File: config.mk
export PLATFORM = sky130hd
export DESIGN_NAME = brcc_rule
export DESIGN_NICKNAME = d
export VERILOG_FILES = /design/src/rtl/core/brcc_pkg.sv /design/src/rtl/core/brcc_rule.sv
export SDC_FILE = /design/constraint.sdc
export NUM_CORES = 1
export LEC_CHECK = 0
export BUFFER_PORTS_ARGS = -buffer_cell sky130_fd_sc_hd__buf_4
export CORE_ASPECT_RATIO = 0.8
export CORE_MARGIN = 4
export CORE_UTILIZATION = 43
export DETAILED_ROUTE_END_ITERATION = 8
export GPL_TIMING_DRIVEN = 0
export PLACE_DENSITY_LB_ADDON = 0.3
export SLEW_MARGIN = 5
export SYNTH_ARGS = -nofsm -noshare
export SYNTH_HDL_FRONTEND = slang
export SYNTH_SLANG_ARGS = --single-unit
File: constraint.sdc
create_clock -name vclk -period 3.2
set_input_delay 0 -clock vclk [all_inputs]
set_output_delay 0 -clock vclk [all_outputs]
set_load 0.02 [all_outputs]
File: src/rtl/core/brcc_pkg.sv
// shared types and codes of the batch reservation conflict checker
`timescale 1ns / 1ps

package brcc_pkg;

  typedef enum logic [1:0] {
    ACT_RSV_WR = 2'd0,
    ACT_RSV_RD = 2'd1,
    ACT_CHK_WR = 2'd2,
    ACT_CHK_RD = 2'd3
  } brcc_action_e;

  typedef struct packed {
    logic [31:0] batch;
    logic [31:0] id;
  } brcc_entry_t;

  typedef struct packed {
    logic wr_we;
    logic rd_we;
    logic waw;
    logic raw;
    logic war;
  } brcc_upd_t;

endpackage

File: src/rtl/core/brcc_rule.sv
// reserve update and conflict check for one item against both table entries
`timescale 1ns / 1ps

module brcc_rule
  import brcc_pkg::*;
(
  input  logic [1:0]  action_i,
  input  logic [31:0] txn_id_i,
  input  logic [31:0] batch_i,
  input  brcc_entry_t wr_entry_i,
  input  brcc_entry_t rd_entry_i,
  output brcc_entry_t wr_entry_o,
  output brcc_entry_t rd_entry_o,
  output brcc_upd_t   upd_o
);

  brcc_action_e act;
  brcc_entry_t  rsv_src;
  brcc_entry_t  rsv_new;
  logic         keep;
  logic         take;
  logic         wr_older;
  logic         rd_older;

  assign act = brcc_action_e'(action_i);

  // reserve works on the table that the action names
  assign rsv_src = (act == ACT_RSV_RD) ? rd_entry_i : wr_entry_i;

  always_comb begin
    keep = (rsv_src.id != 32'd0) && (rsv_src.id <= txn_id_i) && (rsv_src.batch == batch_i);
    take = (rsv_src.id > txn_id_i) || (rsv_src.batch < batch_i) || (rsv_src.id == 32'd0);
    rsv_new = rsv_src;
    if (!keep && take) begin
      rsv_new.id = txn_id_i;
      if (rsv_src.batch < batch_i) begin
        rsv_new.batch = batch_i;
      end
    end
  end

  assign wr_older = (wr_entry_i.id != 32'd0) && (wr_entry_i.id < txn_id_i)
                    && (wr_entry_i.batch == batch_i);
  assign rd_older = (rd_entry_i.id != 32'd0) && (rd_entry_i.id < txn_id_i)
                    && (rd_entry_i.batch == batch_i);

  assign wr_entry_o = rsv_new;
  assign rd_entry_o = rsv_new;

  always_comb begin
    upd_o = '0;
    unique case (act)
      ACT_RSV_WR: upd_o.wr_we = 1'b1;
      ACT_RSV_RD: upd_o.rd_we = 1'b1;
      ACT_CHK_WR: begin
        upd_o.waw = (wr_entry_i.id != txn_id_i) || (wr_entry_i.batch != batch_i);
        upd_o.war = rd_older;
      end
      ACT_CHK_RD: upd_o.raw = wr_older;
      default:    upd_o = '0;
    endcase
  end

endmodule
Word level (Yosys, flattened, before mapping) --
Cells that the tools add are included.
Word-level totals: output and inout port bits 133, register bits after elaboration 0, word-level logic and storage cells 37, bits of input ports 194
Cells by class: mux-type cells 8, reductions and logical operators 16, eq/ne operators 8, $lt $le $gt $ge 5
Operators with widths (count):
- 64-bit 2-to-1 mux | 2
- 32-bit == test | 3
- 32-bit less-than comparator | 3
- 32-bit nonzero test | 3
- 32-bit inequality test | 2
- 32-bit greater-than comparator | 1
- 32-bit less-or-equal comparator | 1
- 32-bit zero test | 1
- 32-bit 2-to-1 mux | 1
- 1-bit logical AND | 7
- 1-bit 2-to-1 mux | 5
- 2-bit == test, second input constant | 2
- 1-bit logical OR | 3
- 2-bit by 1-bit == test with 1-bit output, second input constant | 1
- 2-bit zero test | 1
- 1-bit zero test | 1

Longest topological paths before layout --
Gate-level depths: netlist of run 1.
depth after elaboration 8, mapped depth 16

Least setup slack after synthesis of run 1 --
OpenSTA, ideal clock, no wires.
path type input -> output, start input port action_i[0], end output port wr_entry_o[0] (netlist bit), stages on the path 14, path buffers 5, data arrival time 3872 ps, data required time 3200 ps, setup slack -672 ps, cell sequence nor2b_1 -> buf_2 -> clkbuf_1 -> buf_1 -> mux2_2 -> ha_1 -> and4_1 -> nand2_1 -> or3_1 -> nor3_1 -> o211a_4 -> buf_6 -> mux2i_1 -> buf_4
RTL lines:
- start, declared | RTL line brcc_rule.sv:7 | input logic [1:0] action_i,
- end, declared | RTL line brcc_rule.sv:12 | output brcc_entry_t wr_entry_o,

==> summary.txt, run 1 <==
FINAL LAYOUT
--------------------------------------------------------------------------------------
Number of inserted filler cells in the final layout                                934
Area taken by multi-input logic gates                                         5810 um2
Fraction of layout instances using a drive strength above 1                      57.0%
Total area of sequential cells                                                   0 um2
Synthesis-to-layout area growth                                                  75.8%
Layout Cell Area excl Fill                                                   10600 um2
Number of clock buffers in the layout                                                0
Non-filler instance count after layout                                            1245
Net count reported at finish                                                      1388
Final core utilization                                                           77.6%
Number of flip-flops and latches                                                     0
Inserted Diodes                                                                      0

FLOORPLAN
--------------------------------------------------------------------------------------
Die Ht                                                                          114 um
Placement Rows                                                                      38
Area inside the core boundary                                                13600 um2
Effective utilization at floorplan                                               44.1%
Width of the chip                                                               140 um
Boundary pin count                                                                 327
Die area                                                                     16000 um2

GLOBAL ROUTING
--------------------------------------------------------------------------------------
Initial antenna violation count                                                      0
Total congestion overflow after global routing                                       0
Wire length of the first global-routing pass                                  37800 um
Number of global-route vias before repair                                         6960
Overall fraction of global-route tracks in use                                   29.3%
Maximum number of pins on one net before global-route repair                        11

PLACE
--------------------------------------------------------------------------------------
DPL Wire Length                                                               21000 um
Post-placement cell area                                                      9010 um2
Weighted congestion reported at the end of routability-driven placement          0.964
Setup slack after placement                                                  -0.747 ns
Cell count after placement                                                        1220
Port buffer count                                                                  327

SETUP PATH
--------------------------------------------------------------------------------------
Kind of start point of the critical path                                     input pin
Critical path's top delay family                                          buffers and inverters
Critical path buffers and inverters                                                  8
Data required time at the worst endpoint                                       3.20 ns
Most used cell along the critical path                                       clkbuf_16
Maximum net fanout on the critical path                                             10
Max stage delay on crit path                                                   0.35 ns
Critical path arrival                                                          3.54 ns
Library cell contributing the largest single delay on the critical path         mux2_2
Critical Setup Path Class                                                    in -> out
Cell-by-cell listing of the critical path                                 buf_8 > nor2b_4 > clkbuf_16 > clkbuf_16 > mux2_2 > ha_1 > a21oi_2 > o21ai_2 > a221oi_2 > a31o_4 > o211ai_1 > buf_4 > a31oi_4 > buf_12 > clkbuf_16 > mux2_4 > buf_6 > buf_6
Setup crit end kind                                                        output port

PWR
--------------------------------------------------------------------------------------
Proportion of total power due to net switching                                   45.4%
Net Switching                                                                  1.21 mW
Internal power                                                                 1.46 mW
Worst vdd rail ir drop                                                          211 uV
Relative contribution of sequential cells to total power                            0%
Proportion of power drawn by combinational gates                                100.0%
Pwr dens                                                                    252 nW/um2
Clock power share                                                                   0%
Leakage component of the power                                                 5.29 nW
Total Power Consumption                                                        2.67 mW

TIMING
--------------------------------------------------------------------------------------
Min Clock Period, post-route                                                   3.54 ns
Final hold violation count                                                           0
Pins over their slew limit                                                           0
Slew of the pin with the lowest slew margin                                   0.597 ns
Least setup slack across all paths after layout                              -0.341 ns
Final worst hold slack                                                        0.281 ns
Setup repair after global routing missed its margin                               true
Headroom to the max-slew limit                                                   59.8%
Sum Neg Setup Slack                                                          -27.97 ns
Achievable frequency                                                         0.282 GHz
Number of setup violations in the final report                                     128
Share of the cycle needed by the critical path after routing                      111%

ROUTING
--------------------------------------------------------------------------------------
Detailed Route WL                                                             26700 um
Mean routed wirelength per cell                                                21.5 um
Total number of vias                                                              7064
Total iterations of the first detailed-routing run                                   5
Number of remaining DRC errors                                                       0
Number of nets with antenna violations after detailed routing                        0
Count of routing violations after the opening detailed-route iteration             499
Drt via density                                                                   5.67

STATUS
--------------------------------------------------------------------------------------
Violations in the final reports                                           negative setup slack
Status                                                                    complete, but fails checks

CLOCKING
--------------------------------------------------------------------------------------
Hold buffer count at cts                                                             0

SYNTHESIS
--------------------------------------------------------------------------------------
Share of cell area taken by muxes after synthesis                                25.7%
Post-synthesis compound-gate area fraction                                       11.8%
Mapped Avg Cell Area                                                          8.45 um2
Post-synthesis share of cell area spent on and, or, nand and nor gates           13.0%
Main combinational cell family by area after synthesis                     adder cells
Adder-cell share of the synthesized area                                         26.4%
Xor/xnor share of the synthesized area                                           9.31%
Number of library cell types mapped by synthesis                                    45
Cell Area, Synth                                                              6020 um2
Number of warning messages in the yosys log                                          0
Synthesized netlist net count                                                     1034
Seq/Total Area, Yosys                                                               0%
Post-synthesis instance total                                                      713

WORST HOLD PATH
--------------------------------------------------------------------------------------
Hold crit path type                                                          in -> out

JOB
--------------------------------------------------------------------------------------
Number of violations of the max-capacitance limit                                    0

==> final cells by class <==
cell class | instances | share of cell area (%)
inverter | 67 | 2.38
tap | 180 | 2.13
multi-input combinational | 568 | 54.9
buffer | 77 | 9.51
timing repair buffer | 353 | 31.1
==> worst paths after layout <==
| path | slack, ns | to | cells past startpoint | startpoint |
|---|---|---|---|---|
| setup / recovery | -0.34 | wr_entry_o[47] | 18 | action_i[1] |
| hold / removal | 0.28 | upd_o[4] | 3 | action_i[1] |
==> cell families after synthesis <==
kind of cell    after synthesis
buf+inv                     145
simple gates                142
mux                         128
fa+ha+maj                   127
compound gates              107
xor+xnor                     64
==> layer usage <==
metal	share of wire [%]	global-route usage [%]
met5	0	0
met4	2.0	3.62
met3	8.9	4.95
met2	46	48.1
met1	43	41.6
==> cells in the mapped netlist (16+ instances only) <==
master | number | area share [%]
xor2_1 | 44 | 6.4
o21ai_0 | 18 | 1.5
nand2_1 | 16 | 1.0
inv_1 | 67 | 4.2
a21oi_1 | 38 | 3.2
buf_4 | 64 | 8.0
nor4_1 | 27 | 2.8
nand4_1 | 39 | 4.1
ha_1 | 127 | 26
mux2_4 | 29 | 7.2
nor2_1 | 23 | 1.4
mux2_2 | 95 | 18
xnor2_1 | 20 | 2.9
a21o_1 | 18 | 2.2
==> power groups by stage <==
stage	Sequential [mW]	Clock [mW]	Combinational, mW
3_5_place_dp	0	0	2.13
6_report	0	0	2.67
2_1_floorplan	0	0	1.32
5_1_grt	0	0	2.81
4_1_cts	0	0	2.44
3_3_place_gp	0	0	2.10
==> placed cells by master, fill, tap and decap left out, types with 14 or more instances in the layout <==
cell type and n:
buf_4 217, nor2_1 21, xor2_1 44, ha_1 104
ha_4 23, o21ai_0 14, mux2_4 76, buf_6 186
xnor2_1 20, a21oi_1 33, mux2_2 49, buf_12 14
nor4_1 27, nand4_1 39, a21o_1 18, nand2_1 15
inv_1 67
==> what timing repair did <==
item                                    4_1_cts  5_1_grt
buffers inserted                             17        4
hold endpoints to repair                      0        0
pin swaps                                    17       21
cloned                                        5        3
resized for setup                           143      122
endpoints found under the setup margin      128      128
Power figures use the tool's default switching activity.
==> run 2, diff against run 1 <==
--- a/config.mk
+++ b/config.mk
@@ -11,7 +11,7 @@
 export CORE_UTILIZATION = 43
 export DETAILED_ROUTE_END_ITERATION = 8
 export GPL_TIMING_DRIVEN = 0
-export PLACE_DENSITY_LB_ADDON = 0.3
+export PLACE_DENSITY = 0.81
 export SLEW_MARGIN = 5
 export SYNTH_ARGS = -nofsm -noshare
 export SYNTH_HDL_FRONTEND = slang
==> summary.txt, run 2 (synthesis results as in run 1) <==
PLACE
--------------------------------------------------------------------------------------
Port buffer count                                                                  327   unchanged
Weighted congestion reported at the end of routability-driven placement          0.956   -0.76%
Cell count after placement                                                        1220   unchanged
Post-placement cell area                                                      9010 um2   unchanged
DPL Wire Length                                                               21200 um   +0.89%

ROUTING
--------------------------------------------------------------------------------------
Number of remaining DRC errors                                                       0   unchanged
Drt via density                                                                   5.59   -1.5%
Total iterations of the first detailed-routing run                                   6   +1
Count of routing violations after the opening detailed-route iteration             513   +2.8%
Mean routed wirelength per cell                                                20.6 um   -3.9%
Number of nets with antenna violations after detailed routing                        0   unchanged
Detailed Route WL                                                             25800 um   -3.3%
Total number of vias                                                              6999   -0.92%

FINAL LAYOUT
--------------------------------------------------------------------------------------
Fraction of layout instances using a drive strength above 1                      55.7%   -1.3 points
Synthesis-to-layout area growth                                                  71.6%
Number of clock buffers in the layout                                                0   unchanged
Number of flip-flops and latches                                                     0   unchanged
Number of inserted filler cells in the final layout                                971   +4.0%
Commonest non-fill, non-tap cell in the layout                                   buf_4
Non-filler instance count after layout                                            1252   +0.56%
Final core utilization                                                           75.7%   -1.9 points
Layout Cell Area excl Fill                                                   10300 um2   -2.4%
Total area of sequential cells                                                   0 um2   unchanged
Leading cell types in the layout, fill and taps excluded                  246 x buf_4, 166 x buf_6, 115 x ha_1
Net count reported at finish                                                      1395   +0.50%
Inserted Diodes                                                                      0   unchanged

FLOORPLAN
--------------------------------------------------------------------------------------
Die area                                                                     16000 um2   unchanged
Boundary pin count                                                                 327   unchanged
Width of the chip                                                               140 um   unchanged
Area inside the core boundary                                                13600 um2   unchanged
Effective utilization at floorplan                                               44.1%   unchanged
Placement Rows                                                                      38   unchanged
Die Ht                                                                          114 um   unchanged

GLOBAL ROUTING
--------------------------------------------------------------------------------------
Initial antenna violation count                                                      0   unchanged
Overall fraction of global-route tracks in use                                   28.9%   -0.46 points
Wire length of the first global-routing pass                                  37400 um   -1.1%
Maximum number of pins on one net before global-route repair                        11   unchanged
Total congestion overflow after global routing                                       0   unchanged
Number of global-route vias before repair                                         6891   -0.99%

SETUP PATH
--------------------------------------------------------------------------------------
Cell-by-cell listing of the critical path                                 buf_8 > nor2b_1 > buf_4 > clkbuf_16 > clkbuf_16 > mux2_4 > ha_4 > and4_4 > a221o_1 > a2111o_1 > o21ai_4 > o211a_4 > buf_12 > buf_12 > buf_12 > mux2_4 > buf_6 > buf_6
Critical path's top delay family                                          compound AO/OA/AOI/OAI gates
Most used cell along the critical path                                          buf_12
Max stage delay on crit path                                                   0.49 ns   +0.14 ns
Maximum net fanout on the critical path                                              7   -3
Critical Setup Path Class                                                    in -> out
Data required time at the worst endpoint                                       3.20 ns   about the same
Stages on worst setup path                                                          18   unchanged
Library cell contributing the largest single delay on the critical path       a2111o_1
Kind of start point of the critical path                                     input pin
Setup crit end kind                                                        output port
Critical path arrival                                                          3.61 ns   +0.07 ns
Critical path buffers and inverters                                                  9   +1

PWR
--------------------------------------------------------------------------------------
Total Power Consumption                                                        2.58 mW   -3.5%
Leakage component of the power                                                 5.25 nW   -0.72%
Pwr dens                                                                    249 nW/um2   -1.1%
Worst vdd rail ir drop                                                          234 uV   +11%

TIMING
--------------------------------------------------------------------------------------
Slew of the pin with the lowest slew margin                                   0.632 ns   +0.0354 ns
Min Clock Period, post-route                                                   3.61 ns   +0.0649 ns
Sum Neg Setup Slack                                                          -36.56 ns   -8.59 ns
Number of setup violations in the final report                                     128   unchanged
Headroom to the max-slew limit                                                   57.5%   -2.4 points
Least setup slack across all paths after layout                              -0.405 ns   -0.0649 ns
Achievable frequency                                                         0.277 GHz   -1.8%
Pins over their slew limit                                                           0   unchanged
Share of the cycle needed by the critical path after routing                      113%   +2.0 points
Setup repair after global routing missed its margin                               true
Final hold violation count                                                           0   unchanged

STATUS
--------------------------------------------------------------------------------------
Status                                                                    complete, but fails checks
Violations in the final reports                                           negative setup slack

WORST HOLD PATH
--------------------------------------------------------------------------------------
Worst hold start                                                           action_i[1]
Hold crit path type                                                          in -> out
Hold path cells                                                                      3   unchanged
End of the worst hold path                                                    upd_o[4]

JOB
--------------------------------------------------------------------------------------
Number of violations of the max-capacitance limit                                    0   unchanged

run 2: cell types whose count changed in the layout (fill, tap and decap cells not counted), sizes merged:
cell	before	now
buf	419	427
clkbuf	11	10
run 2: through the flow:
| stage | hold slack, ns | setup slack, ns |
|---|---|---|
| finish | 0.266 | -0.405 |
| global route | 0.266 | -0.479 |
| CTS | 0.271 | -0.356 |
| detailed placement | 0.287 | -0.722 |
| global placement | 0.284 | -0.699 |
| floorplan | 0.0749 | 0.0136 |
run 2: power breakdown:
part           leakage [nW]  total, mW  internal [mW]  switching, mW
clock                     0          0              0              0
combinational          5.25       2.58           1.41           1.17
sequential                0          0              0              0
run 2: worst min-delay path, cell delays in order:
cell and delay [ns]:
buf_8 0.08, nor2_1 0.04, buf_4 0.14
run 2: final cells by class:
class	count	area (um2)	area share [%]
Multi-Input combinational cell	568	5630	54.5
Inverter	67	251	2.43
Tap cell	180	225	2.18
Timing Repair Buffer	359	3270	31.6
Buffer	78	957	9.26
run 2: worst max path at each step:
stage	start	to	slack (ns)
6_report	action_i[0]	wr_entry_o[28]	-0.41
5_1_grt	action_i[1]	wr_entry_o[28]	-0.48
4_1_cts	action_i[1]	wr_entry_o[41]	-0.36
3_5_place_dp	action_i[1]	wr_entry_o[59]	-0.72
3_3_place_gp	action_i[1]	wr_entry_o[59]	-0.70
2_1_floorplan	action_i[0]	wr_entry_o[23]	0.01
run 2: timing repair:
item	in CTS	in global routing
hold buffers	0	0
gates resized for setup	122	92
gates cloned	4	2
endpoints found under the setup margin	128	128
pin swaps	2	8
setup buffers	19	9
run 2: layer usage:
metal  vias up  wire [um]  track usage [%]
met4         0        309             3.42
li1       3309          -                -
met1      3322      11400             41.3
met5         -          0                0
met3        22       2510             6.83
met2       346      11600             45.4
